[config.mk]
export PLATFORM = sky130hd
export DESIGN_NAME = pi_controller_clamped_preload_core
export DESIGN_NICKNAME = d
export VERILOG_FILES = /design/src/pcp_pkg.sv /design/src/pcp_mul.sv /design/src/pi_controller_clamped_preload_core.sv
export SDC_FILE = /design/constraint.sdc
export NUM_CORES = 2
export LEC_CHECK = 0
export ABC_AREA = 1
export BUFFER_PORTS_ARGS = -buffer_cell sky130_fd_sc_hd__buf_4
export CAP_MARGIN = 20
export CELL_PAD_IN_SITES_DETAIL_PLACEMENT = 0
export CELL_PAD_IN_SITES_GLOBAL_PLACEMENT = 2
export CORE_ASPECT_RATIO = 2
export CORE_MARGIN = 2
export CORE_UTILIZATION = 42
export CTS_BUF_LIST = sky130_fd_sc_hd__clkbuf_16
export DETAILED_ROUTE_END_ITERATION = 10
export PLACE_DENSITY_LB_ADDON = 0.1
export SLEW_MARGIN = 20
export SYNTH_ARGS = -nofsm -noshare
export SYNTH_HDL_FRONTEND = slang
export SYNTH_SLANG_ARGS = --single-unit
[constraint.sdc]
create_clock -name clk -period 17.2 [get_ports clk]
set_input_delay 0.86 -clock clk [delete_from_list [all_inputs] [get_ports clk]]
set_output_delay 0.86 -clock clk [all_outputs]
set_load 0.005 [all_outputs]
[src/pcp_pkg.sv]
// Shared widths, command codes and register indexes for the clamped PI controller.
// No dependencies; every other file imports this package.
package pcp_pkg;

    // Field widths fixed by the interface
    localparam int GAIN_W    = 24;                  // Q8.16 gain as stored
    localparam int GAIN_X_W  = GAIN_W + 1;          // gain after negation
    localparam int LIMIT_W   = 16;                  // drive limits, scale, drive
    localparam int LEVEL_W   = 16;                  // measured, target, preload level
    localparam int ERR_W     = LEVEL_W + 1;         // error and serial multiplier operand
    localparam int INTEG_W   = 32;                  // integral, Q16.16, never negative
    localparam int FRAC_W    = 16;

    // Serial multiplier operands
    localparam int MCAND_W   = 34;                  // gains, preload level, first preload product
    localparam int MPLIER_W  = ERR_W;               // error, drive_max, preload_scale
    localparam int PROD_W    = MCAND_W + MPLIER_W;
    localparam int SUM_W     = PROD_W + 1;          // product plus integral

    localparam int DIGIT_W_DEF = 4;

    // APB register file
    localparam int ADDR_W    = 5;
    localparam int DATA_W    = 32;
    localparam int IDX_W     = 3;

    typedef enum logic [IDX_W-1:0] {
        REG_PROP_GAIN     = 3'd0,
        REG_INTEG_GAIN    = 3'd1,
        REG_DRIVE_MIN     = 3'd2,
        REG_DRIVE_MAX     = 3'd3,
        REG_REVERSE       = 3'd4,
        REG_PRELOAD_SCALE = 3'd5
    } reg_idx_t;

    typedef enum logic [1:0] {
        CMD_COMPUTE = 2'd0,
        CMD_PRELOAD = 2'd1,
        CMD_CLEAR   = 2'd2
    } cmd_t;

    // Reset values of the registers
    localparam logic [GAIN_W-1:0]  PROP_GAIN_RST     = 24'd65536;
    localparam logic [GAIN_W-1:0]  INTEG_GAIN_RST    = 24'd0;
    localparam logic [LIMIT_W-1:0] DRIVE_MIN_RST     = 16'd0;
    localparam logic [LIMIT_W-1:0] DRIVE_MAX_RST     = 16'hFFFF;
    localparam logic [LIMIT_W-1:0] PRELOAD_SCALE_RST = 16'd2621;

endpackage

[src/pcp_mul.sv]
// Digit-serial signed multiplier: one multiplier digit per cycle, shift-right accumulate.
// Depends on pcp_pkg for operand widths. DIGIT_W may range from 1 to 8.
module pcp_mul
    import pcp_pkg::*;
#(
    parameter int DIGIT_W = DIGIT_W_DEF
)
(
    input  logic                       clk,
    input  logic                       rst_n,
    input  logic                       start,
    input  logic signed [MCAND_W-1:0]  mcand,
    input  logic signed [MPLIER_W-1:0] mplier,
    output logic                       busy,
    output logic signed [PROD_W-1:0]   prod
);

    localparam int NDIG  = (MPLIER_W + DIGIT_W - 1) / DIGIT_W;
    localparam int PAD_W = NDIG * DIGIT_W;
    localparam int H_W   = MCAND_W + DIGIT_W + 1;
    localparam int CNT_W = (NDIG > 1) ? $clog2(NDIG) : 1;

    logic signed [MCAND_W-1:0] mcand_reg;
    logic [PAD_W-1:0]          mplier_reg;
    logic signed [H_W-1:0]     hi_reg;
    logic [PAD_W-1:0]          lo_reg;
    logic [CNT_W-1:0]          cnt_reg;
    logic                      busy_reg;

    logic [DIGIT_W-1:0]        digit;
    logic signed [H_W-1:0]     mcand_ext;
    logic signed [H_W-1:0]     digit_ext;
    logic signed [H_W-1:0]     sum;
    logic signed [PAD_W-1:0]   mplier_ext;
    logic [H_W+PAD_W-1:0]      full;

    assign digit      = mplier_reg[DIGIT_W-1:0];
    assign mcand_ext  = H_W'(mcand_reg);
    // the top digit carries the sign of the multiplier
    assign digit_ext  = (cnt_reg == '0) ? H_W'($signed(digit))
                                        : H_W'($signed({1'b0, digit}));
    assign sum        = hi_reg + mcand_ext * digit_ext;
    assign mplier_ext = PAD_W'(mplier);
    assign full       = {hi_reg, lo_reg};

    always_ff @(posedge clk or negedge rst_n)
    begin
        if (!rst_n)
        begin
            busy_reg <= 1'b0;
            cnt_reg  <= '0;
        end
        else if (start)
        begin
            busy_reg <= 1'b1;
            cnt_reg  <= CNT_W'(NDIG - 1);
        end
        else if (busy_reg)
        begin
            if (cnt_reg == '0)
            begin
                busy_reg <= 1'b0;
            end
            else
            begin
                cnt_reg <= cnt_reg - 1'b1;
            end
        end
    end

    always_ff @(posedge clk)
    begin
        if (start)
        begin
            mcand_reg  <= mcand;
            mplier_reg <= mplier_ext;
            hi_reg     <= '0;
            lo_reg     <= '0;
        end
        else if (busy_reg)
        begin
            // retire the low digit of the partial sum into the product's low half
            hi_reg     <= sum >>> DIGIT_W;
            lo_reg     <= {sum[DIGIT_W-1:0], lo_reg[PAD_W-1:DIGIT_W]};
            mplier_reg <= mplier_reg >> DIGIT_W;
        end
    end

    assign busy = busy_reg;
    assign prod = $signed(full[PROD_W-1:0]);

endmodule

[src/pi_controller_clamped_preload_core.sv]
// Top level of the clamped PI controller: APB registers, command sequencer, clamp logic.
// Depends on pcp_pkg and two pcp_mul digit-serial multipliers.
//
//  channel  | handshake                | payload
//  ---------+--------------------------+----------------------------------------
//  input    | in_valid / in_stall      | command, measured, target, preload_level
//  output   | out_valid / out_stall    | drive
//  config   | psel penable pwrite ...  | paddr, pwdata, prdata
//
// With D = DIGIT_W and N = ceil(17 / D) multiplier digits, the kp and ki products of a
// compute item run side by side, one digit per cycle. A preload forms its two products
// in turn, sharing one multiplier. Clear, a disarmed preload and the unused code complete
// without leaving the idle state.
// Reset restores register defaults, zeroes the integral and arms the preload.
// A result waiting on out_stall holds only the final step of the next compute item.
module pi_controller_clamped_preload_core
    import pcp_pkg::*;
#(
    parameter int DIGIT_W = DIGIT_W_DEF
)
(
    input  logic                      clk,
    input  logic                      rst_n,

    input  logic                      in_valid,
    output logic                      in_stall,
    input  logic [1:0]                command,
    input  logic signed [LEVEL_W-1:0] measured,
    input  logic signed [LEVEL_W-1:0] target,
    input  logic signed [LEVEL_W-1:0] preload_level,

    output logic                      out_valid,
    input  logic                      out_stall,
    output logic [LIMIT_W-1:0]        drive,

    input  logic                      psel,
    input  logic                      penable,
    input  logic                      pwrite,
    input  logic [ADDR_W-1:0]         paddr,
    input  logic [DATA_W-1:0]         pwdata,
    output logic [DATA_W-1:0]         prdata,
    output logic                      pready
);

    typedef enum logic [2:0] {
        ST_IDLE,
        ST_MUL,
        ST_DRIVE,
        ST_PRE1,
        ST_PRE2
    } state_t;

    state_t               state_reg;
    logic [INTEG_W-1:0]   integral_reg;
    logic                 armed_reg;
    logic                 out_valid_reg;
    logic [LIMIT_W-1:0]   drive_reg;

    logic [GAIN_W-1:0]    prop_gain_reg;
    logic [GAIN_W-1:0]    integ_gain_reg;
    logic [LIMIT_W-1:0]   drive_min_reg;
    logic [LIMIT_W-1:0]   drive_max_reg;
    logic                 reverse_reg;
    logic [LIMIT_W-1:0]   preload_scale_reg;

    logic                 cfg_write;
    logic [IDX_W-1:0]     cfg_idx;
    logic                 in_fire;
    logic                 out_free;

    logic signed [ERR_W-1:0]    err;
    logic signed [GAIN_X_W-1:0] kp_eff;
    logic signed [GAIN_X_W-1:0] ki_eff;

    logic                       mul0_start;
    logic signed [MCAND_W-1:0]  mul0_mcand;
    logic signed [MPLIER_W-1:0] mul0_mplier;
    logic                       mul0_busy;
    logic signed [PROD_W-1:0]   mul0_prod;
    logic                       mul1_start;
    logic                       mul1_busy;
    logic signed [PROD_W-1:0]   mul1_prod;

    logic signed [SUM_W-1:0]    integ_ext;
    logic signed [SUM_W-1:0]    integ_sum;
    logic signed [SUM_W-1:0]    drive_sum;
    logic [INTEG_W-1:0]         integ_clamped;
    logic [INTEG_W-1:0]         drive_clamped;
    logic [INTEG_W-1:0]         preload_clamped;

    // Above the upper limit first, then below the lower one
    function automatic logic [INTEG_W-1:0] clamp_q16(
        input logic signed [SUM_W-1:0] v,
        input logic [LIMIT_W-1:0]      lo,
        input logic [LIMIT_W-1:0]      hi
    );
        logic signed [SUM_W-1:0] hi_s;
        logic signed [SUM_W-1:0] lo_s;
        hi_s = $signed(SUM_W'({hi, {FRAC_W{1'b0}}}));
        lo_s = $signed(SUM_W'({lo, {FRAC_W{1'b0}}}));
        priority if (v > hi_s)
        begin
            return {hi, {FRAC_W{1'b0}}};
        end
        else if (v < lo_s)
        begin
            return {lo, {FRAC_W{1'b0}}};
        end
        else
        begin
            return v[INTEG_W-1:0];
        end
    endfunction

    // ---------------------------------------------------------------- registers
    assign pready    = 1'b1;
    assign cfg_idx   = paddr[ADDR_W-1:2];
    assign cfg_write = psel && penable && pwrite && pready;

    always_ff @(posedge clk or negedge rst_n)
    begin
        if (!rst_n)
        begin
            prop_gain_reg     <= PROP_GAIN_RST;
            integ_gain_reg    <= INTEG_GAIN_RST;
            drive_min_reg     <= DRIVE_MIN_RST;
            drive_max_reg     <= DRIVE_MAX_RST;
            reverse_reg       <= 1'b0;
            preload_scale_reg <= PRELOAD_SCALE_RST;
        end
        else if (cfg_write)
        begin
            unique case (cfg_idx)
                REG_PROP_GAIN:     prop_gain_reg     <= pwdata[GAIN_W-1:0];
                REG_INTEG_GAIN:    integ_gain_reg    <= pwdata[GAIN_W-1:0];
                REG_DRIVE_MIN:     drive_min_reg     <= pwdata[LIMIT_W-1:0];
                REG_DRIVE_MAX:     drive_max_reg     <= pwdata[LIMIT_W-1:0];
                REG_REVERSE:       reverse_reg       <= pwdata[0];
                REG_PRELOAD_SCALE: preload_scale_reg <= pwdata[LIMIT_W-1:0];
                default:           ;
            endcase
        end
    end

    always_comb
    begin
        unique case (cfg_idx)
            REG_PROP_GAIN:     prdata = DATA_W'(prop_gain_reg);
            REG_INTEG_GAIN:    prdata = DATA_W'(integ_gain_reg);
            REG_DRIVE_MIN:     prdata = DATA_W'(drive_min_reg);
            REG_DRIVE_MAX:     prdata = DATA_W'(drive_max_reg);
            REG_REVERSE:       prdata = DATA_W'(reverse_reg);
            REG_PRELOAD_SCALE: prdata = DATA_W'(preload_scale_reg);
            default:           prdata = '0;
        endcase
    end

    // ---------------------------------------------------------------- operands
    assign in_stall = (state_reg != ST_IDLE);
    assign in_fire  = in_valid && !in_stall;
    assign out_free = !(out_valid_reg && out_stall);

    assign err    = ERR_W'(target) - ERR_W'(measured);
    assign kp_eff = reverse_reg ? -GAIN_X_W'($signed(prop_gain_reg))
                                :  GAIN_X_W'($signed(prop_gain_reg));
    assign ki_eff = reverse_reg ? -GAIN_X_W'($signed(integ_gain_reg))
                                :  GAIN_X_W'($signed(integ_gain_reg));

    always_comb
    begin
        mul0_start  = 1'b0;
        mul1_start  = 1'b0;
        mul0_mcand  = MCAND_W'(ki_eff);
        mul0_mplier = err;
        unique case (state_reg)
            ST_IDLE:
            begin
                if (in_fire && command == CMD_COMPUTE)
                begin
                    mul0_start = 1'b1;
                    mul1_start = 1'b1;
                end
                else if (in_fire && command == CMD_PRELOAD && armed_reg)
                begin
                    // level times drive_max first
                    mul0_start  = 1'b1;
                    mul0_mcand  = MCAND_W'(preload_level);
                    mul0_mplier = $signed({1'b0, drive_max_reg});
                end
            end
            ST_PRE1:
            begin
                // then that product times the scale
                mul0_start  = !mul0_busy;
                mul0_mcand  = mul0_prod[MCAND_W-1:0];
                mul0_mplier = $signed({1'b0, preload_scale_reg});
            end
            default:
            begin
            end
        endcase
    end

    pcp_mul #(
        .DIGIT_W (DIGIT_W)
    ) u_mul_ki (
        .clk    (clk),
        .rst_n  (rst_n),
        .start  (mul0_start),
        .mcand  (mul0_mcand),
        .mplier (mul0_mplier),
        .busy   (mul0_busy),
        .prod   (mul0_prod)
    );

    pcp_mul #(
        .DIGIT_W (DIGIT_W)
    ) u_mul_kp (
        .clk    (clk),
        .rst_n  (rst_n),
        .start  (mul1_start),
        .mcand  (MCAND_W'(kp_eff)),
        .mplier (err),
        .busy   (mul1_busy),
        .prod   (mul1_prod)
    );

    assign integ_ext       = $signed(SUM_W'(integral_reg));
    assign integ_sum       = SUM_W'(mul0_prod) + integ_ext;
    assign drive_sum       = SUM_W'(mul1_prod) + integ_ext;
    assign integ_clamped   = clamp_q16(integ_sum, drive_min_reg, drive_max_reg);
    assign drive_clamped   = clamp_q16(drive_sum, drive_min_reg, drive_max_reg);
    assign preload_clamped = clamp_q16(SUM_W'(mul0_prod), drive_min_reg, drive_max_reg);

    // ---------------------------------------------------------------- sequencer
    always_ff @(posedge clk or negedge rst_n)
    begin
        if (!rst_n)
        begin
            state_reg     <= ST_IDLE;
            integral_reg  <= '0;
            armed_reg     <= 1'b1;
            out_valid_reg <= 1'b0;
            drive_reg     <= '0;
        end
        else
        begin
            // the drive step reloads the flag itself
            if (out_valid_reg && !out_stall && state_reg != ST_DRIVE)
            begin
                out_valid_reg <= 1'b0;
            end
            unique case (state_reg)
                ST_IDLE:
                begin
                    if (in_fire)
                    begin
                        unique case (command)
                            CMD_COMPUTE:
                            begin
                                state_reg <= ST_MUL;
                            end
                            CMD_PRELOAD:
                            begin
                                if (armed_reg)
                                begin
                                    state_reg <= ST_PRE1;
                                end
                            end
                            CMD_CLEAR:
                            begin
                                integral_reg <= '0;
                                armed_reg    <= 1'b1;
                            end
                            default:
                            begin
                            end
                        endcase
                    end
                end
                ST_MUL:
                begin
                    if (!mul0_busy && !mul1_busy)
                    begin
                        integral_reg <= integ_clamped;
                        state_reg    <= ST_DRIVE;
                    end
                end
                ST_DRIVE:
                begin
                    // hold until the previous transfer is taken
                    if (out_free)
                    begin
                        drive_reg     <= drive_clamped[INTEG_W-1:FRAC_W];
                        out_valid_reg <= 1'b1;
                        state_reg     <= ST_IDLE;
                    end
                end
                ST_PRE1:
                begin
                    if (!mul0_busy)
                    begin
                        state_reg <= ST_PRE2;
                    end
                end
                ST_PRE2:
                begin
                    if (!mul0_busy)
                    begin
                        integral_reg <= preload_clamped;
                        armed_reg    <= 1'b0;
                        state_reg    <= ST_IDLE;
                    end
                end
                default:
                begin
                    state_reg <= ST_IDLE;
                end
            endcase
        end
    end

    assign out_valid = out_valid_reg;
    assign drive     = drive_reg;

`ifndef SYNTHESIS
    a_result_from_drive: assert property (@(posedge clk) disable iff (!rst_n)
        $rose(out_valid_reg) |-> $past(state_reg == ST_DRIVE))
        else $error("result raised outside the drive step");

    a_idle_mul_quiet: assert property (@(posedge clk) disable iff (!rst_n)
        (state_reg == ST_IDLE) |-> (!mul0_busy && !mul1_busy))
        else $error("multiplier busy while sequencer idle");

    a_preload_disarms: assert property (@(posedge clk) disable iff (!rst_n)
        (state_reg == ST_PRE2 && !mul0_busy) |=> !armed_reg)
        else $error("preload left armed after seeding the integral");
`endif

endmodule
==> impl_metrics.prom <==
# TYPE chip_impl_metric gauge
chip_impl_metric{name="fin_crit_sh",unit="%"} 56.7
chip_impl_info{name="outcome",value="finished clean"} 1
chip_impl_metric{name="ctsLongestPathBuffers",unit=""} 3
chip_impl_metric{name="ys_async_sr_fraction",unit="%"} 43.8
chip_impl_metric{name="clkSinkCount",unit=""} 361
chip_impl_metric{name="post_cts.repair.setup_buffers",unit=""} 0
chip_impl_metric{name="final_period_minus_worst_setup_slack",unit="ps"} 9750
chip_impl_metric{name="fp.dieW",unit="um"} 256
chip_impl_metric{name="grt_pass1_vias",unit=""} 48712
chip_impl_metric{name="timing.slew.headroom",unit="%"} 25.5
chip_impl_metric{name="antenna_found_initial",unit=""} 28
chip_impl_metric{name="synthesized_area_divided_by_synthesized_cell_count",unit="um^2"} 7.54
chip_impl_metric{name="syn-cell-area",unit="um^2"} 53300
chip_impl_info{name="slowest_stage",value="sky130_fd_sc_hd__fa_1"} 1
chip_impl_metric{name="die-area",unit="um^2"} 130000
chip_impl_metric{name="worst_clock_skew",unit="ps"} 23.5
chip_impl_metric{name="final.setup.worst_slack",unit="ps"} 7450
chip_impl_metric{name="top_level_ports",unit=""} 145
chip_impl_metric{name="cp.required",unit="ps"} 17740
chip_impl_metric{name="final_nets",unit=""} 8412
chip_impl_metric{name="drt_drc_violations_left",unit=""} 0
chip_impl_metric{name="htreeDepth",unit=""} 2
chip_impl_info{name="min_path_type",value="in2async"} 1
chip_impl_metric{name="critical_path.max_fanout",unit=""} 25
chip_impl_metric{name="design.core.area",unit="um^2"} 126000
chip_impl_info{name="cp_top_family",value="adder cells"} 1
chip_impl_metric{name="pre_cts_slack",unit="ps"} 7390
chip_impl_metric{name="grt_overflow_total",unit=""} 0
chip_impl_metric{name="gp_routability_congestion",unit=""} 1.03
chip_impl_info{name="worst_setup_path_start_kind",value="flip-flop"} 1
chip_impl_metric{name="clk-insertion-delay-late",unit="ps"} 630
chip_impl_metric{name="placed_insts",unit=""} 8787
chip_impl_metric{name="dieHeight",unit="um"} 508
chip_impl_metric{name="drv_slew",unit=""} 0
chip_impl_metric{name="critical_path_buf_inv_count",unit=""} 9
chip_impl_metric{name="worst-endpoint-arrival",unit="ps"} 10290
chip_impl_metric{name="synth-seq-area-share",unit="%"} 16.9
chip_impl_info{name="setup_repair_after_global_routing_missed_its_margin",value="no"} 1
chip_impl_metric{name="wirelength",unit="mm"} 221
chip_impl_metric{name="setup_viol_count_final",unit=""} 0
chip_impl_info{name="worst_setup_path_end_kind",value="flip-flop"} 1
chip_impl_metric{name="post_cts.resized_instances",unit=""} 0
chip_impl_metric{name="wl_per_instance",unit="um"} 24.9
chip_impl_info{name="dr.max_layer_used",value="met5"} 1
chip_impl_metric{name="final_hold_viol_count",unit=""} 0
chip_impl_info{name="crit_type",value="reg2reg"} 1
chip_impl_info{name="synth-main-ff-cell",value="sky130_fd_sc_hd__dfrtp_1"} 1
chip_impl_metric{name="synth-edff-count",unit=""} 93
chip_impl_metric{name="global_route_wire_length_before_repair",unit="mm"} 324
chip_impl_metric{name="post_route_cells_drive_above_1_share",unit="%"} 5.80
chip_impl_metric{name="cts.hold.buffers_added",unit=""} 0
chip_impl_metric{name="cts_made_buffers",unit=""} 39
chip_impl_metric{name="area_growth_syn_to_layout",unit="%"} 8.18
chip_impl_metric{name="met3_length",unit="mm"} 9.01
chip_impl_metric{name="globalRouteTotalUtil",unit="%"} 34.6
chip_impl_metric{name="setup_total_negative_slack",unit="ps"} 0
chip_impl_metric{name="vias",unit=""} 46525
chip_impl_info{name="cts_tree",value="built"} 1
chip_impl_metric{name="clkTransAtPathRegs",unit="ps"} 70
chip_impl_metric{name="dr.pass1.iters",unit=""} 6
chip_impl_metric{name="final_antenna_net_count",unit=""} 0
chip_impl_info{name="mostFrequentLayoutCell",value="sky130_fd_sc_hd__inv_1"} 1
chip_impl_metric{name="start_util",unit="%"} 42.4
chip_impl_metric{name="fp-row-count",unit=""} 184
chip_impl_metric{name="clock.fmax",unit="GHz"} 0.103
chip_impl_metric{name="ys.warnings.count",unit=""} 0
chip_impl_metric{name="fin_cells",unit=""} 8872
chip_impl_metric{name="number_of_drc_violations_after_detailed_routing_iteration_0",unit=""} 3117
chip_impl_metric{name="max_slew.worst_pin.slew",unit="ps"} 1120
chip_impl_info{name="layout_common_cells",value="sky130_fd_sc_hd__inv_1, sky130_fd_sc_hd__nand2_1, sky130_fd_sc_hd__fa_1"} 1
chip_impl_metric{name="synth_seq_cells",unit=""} 361
chip_impl_metric{name="n_fill_cell",unit=""} 13265
chip_impl_metric{name="timing.critical_path.slowest_cell_delay",unit="ps"} 1030
chip_impl_metric{name="grt_start_max_net_pins",unit=""} 94
chip_impl_metric{name="routed_via_density",unit=""} 5.24
chip_impl_metric{name="netlist-cell-type-count",unit=""} 69
chip_impl_metric{name="drv_cap",unit=""} 0
chip_impl_info{name="clockRootBuffer",value="sky130_fd_sc_hd__clkbuf_16"} 1
chip_impl_metric{name="hpwlAfterDp",unit="mm"} 189
chip_impl_metric{name="dr_wl_met2",unit="mm"} 115
chip_impl_metric{name="drt-met1-wl",unit="mm"} 73.2
chip_impl_metric{name="place.port_buffers",unit=""} 125
chip_impl_metric{name="netlist_instances",unit=""} 7061
-- kinds of logic (layout without fill, tap and decap cells) --
| group | count (synthesis) | count (layout) | synth area share (%) |
|---|---|---|---|
| compound gates | 927 | 927 | 9.95 |
| xor+xnor | 226 | 226 | 3.72 |
| fa+ha+maj | 1166 | 1166 | 36.6 |
| buf+inv | 1943 | 2060 | 13.9 |
| flops | 361 | 361 | 16.9 |
| other cells | 2 | 22 | 0.0141 |
| simple gates | 2436 | 2436 | 19.0 |
-- worst register-to-register path: cells and delay by family (launching register included) --
kind,cells,cell delay (ps)
compound gates,5,1060
buf+inv,9,1080
flops,1,360
simple gates,3,1330
xor+xnor,2,460
fa+ha+maj,10,5390
-- worst paths after layout --
kind,from,end,slack (ps),depth (start not counted)
worst max-delay path,u_mul_ki.cnt_reg[0],u_mul_ki.hi_reg[34],7450,29
worst min-delay path,rst_n,drive[7],320,1
worst max register to register,u_mul_ki.cnt_reg[0],u_mul_ki.hi_reg[34],7450,29
worst min register to register,u_mul_kp.lo_reg[2],u_mul_kp.lo_reg[2],480,2
max in group asynchronous,rst_n,integral_reg[2],15260,2
min in group clk,pwdata[10],preload_scale_reg[10],450,3
-- synth_stat cells (33+ instances only) --
library cell / count / share of area (%)
sky130_fd_sc_hd__xnor2_1: 75 / 1.2
sky130_fd_sc_hd__edfxtp_1: 93 / 5.2
sky130_fd_sc_hd__nor3_1: 63 / 0.59
sky130_fd_sc_hd__o21ai_0: 336 / 3.2
sky130_fd_sc_hd__ha_1: 509 / 12
sky130_fd_sc_hd__nor2_1: 486 / 3.4
sky130_fd_sc_hd__xor2_1: 151 / 2.5
sky130_fd_sc_hd__fa_1: 655 / 25
sky130_fd_sc_hd__dfxtp_1: 110 / 4.1
sky130_fd_sc_hd__a21oi_1: 340 / 3.2
sky130_fd_sc_hd__nand2_1: 1461 / 10
sky130_fd_sc_hd__dfrtp_1: 133 / 6.2
sky130_fd_sc_hd__inv_1: 1757 / 12
sky130_fd_sc_hd__o22ai_1: 33 / 0.39
sky130_fd_sc_hd__nand4_1: 89 / 1.0
sky130_fd_sc_hd__nand3_1: 244 / 2.3
sky130_fd_sc_hd__clkbuf_1: 131 / 0.92
-- area by class of cell --
cell class,instances,area [um^2],share of cell area (%)
Clock buffer,41,1030,1.78
Tap cell,1674,2090,3.64
Sequential cell,361,8980,15.6
Timing Repair Buffer,208,1570,2.72
Inverter,1780,6680,11.6
Multi-Input combinational cell,4764,37000,64.2
Clock inverter,31,244,0.423
Antenna cell,13,32.5,0.0565
-- per-stage QoR --
step	area, um^2	hold slack, ps	utilization [%]
2_1_floorplan	53300	432	-
3_3_place_gp	56300	455	44.8
3_5_place_dp	56300	466	44.8
4_1_cts	57600	375	45.8
5_1_grt	57600	416	45.8
6_report	57600	321	45.8
-- layer usage --
metal	track usage [%]	vias up
li1	-	21938
met1	33.8	22659
met2	63.9	1331
met3	4.43	583
met4	30.3	14
met5	0	-
Power is not shown: default switching activity piles up to over one toggle a cycle in this logic, so the estimate is an artifact.
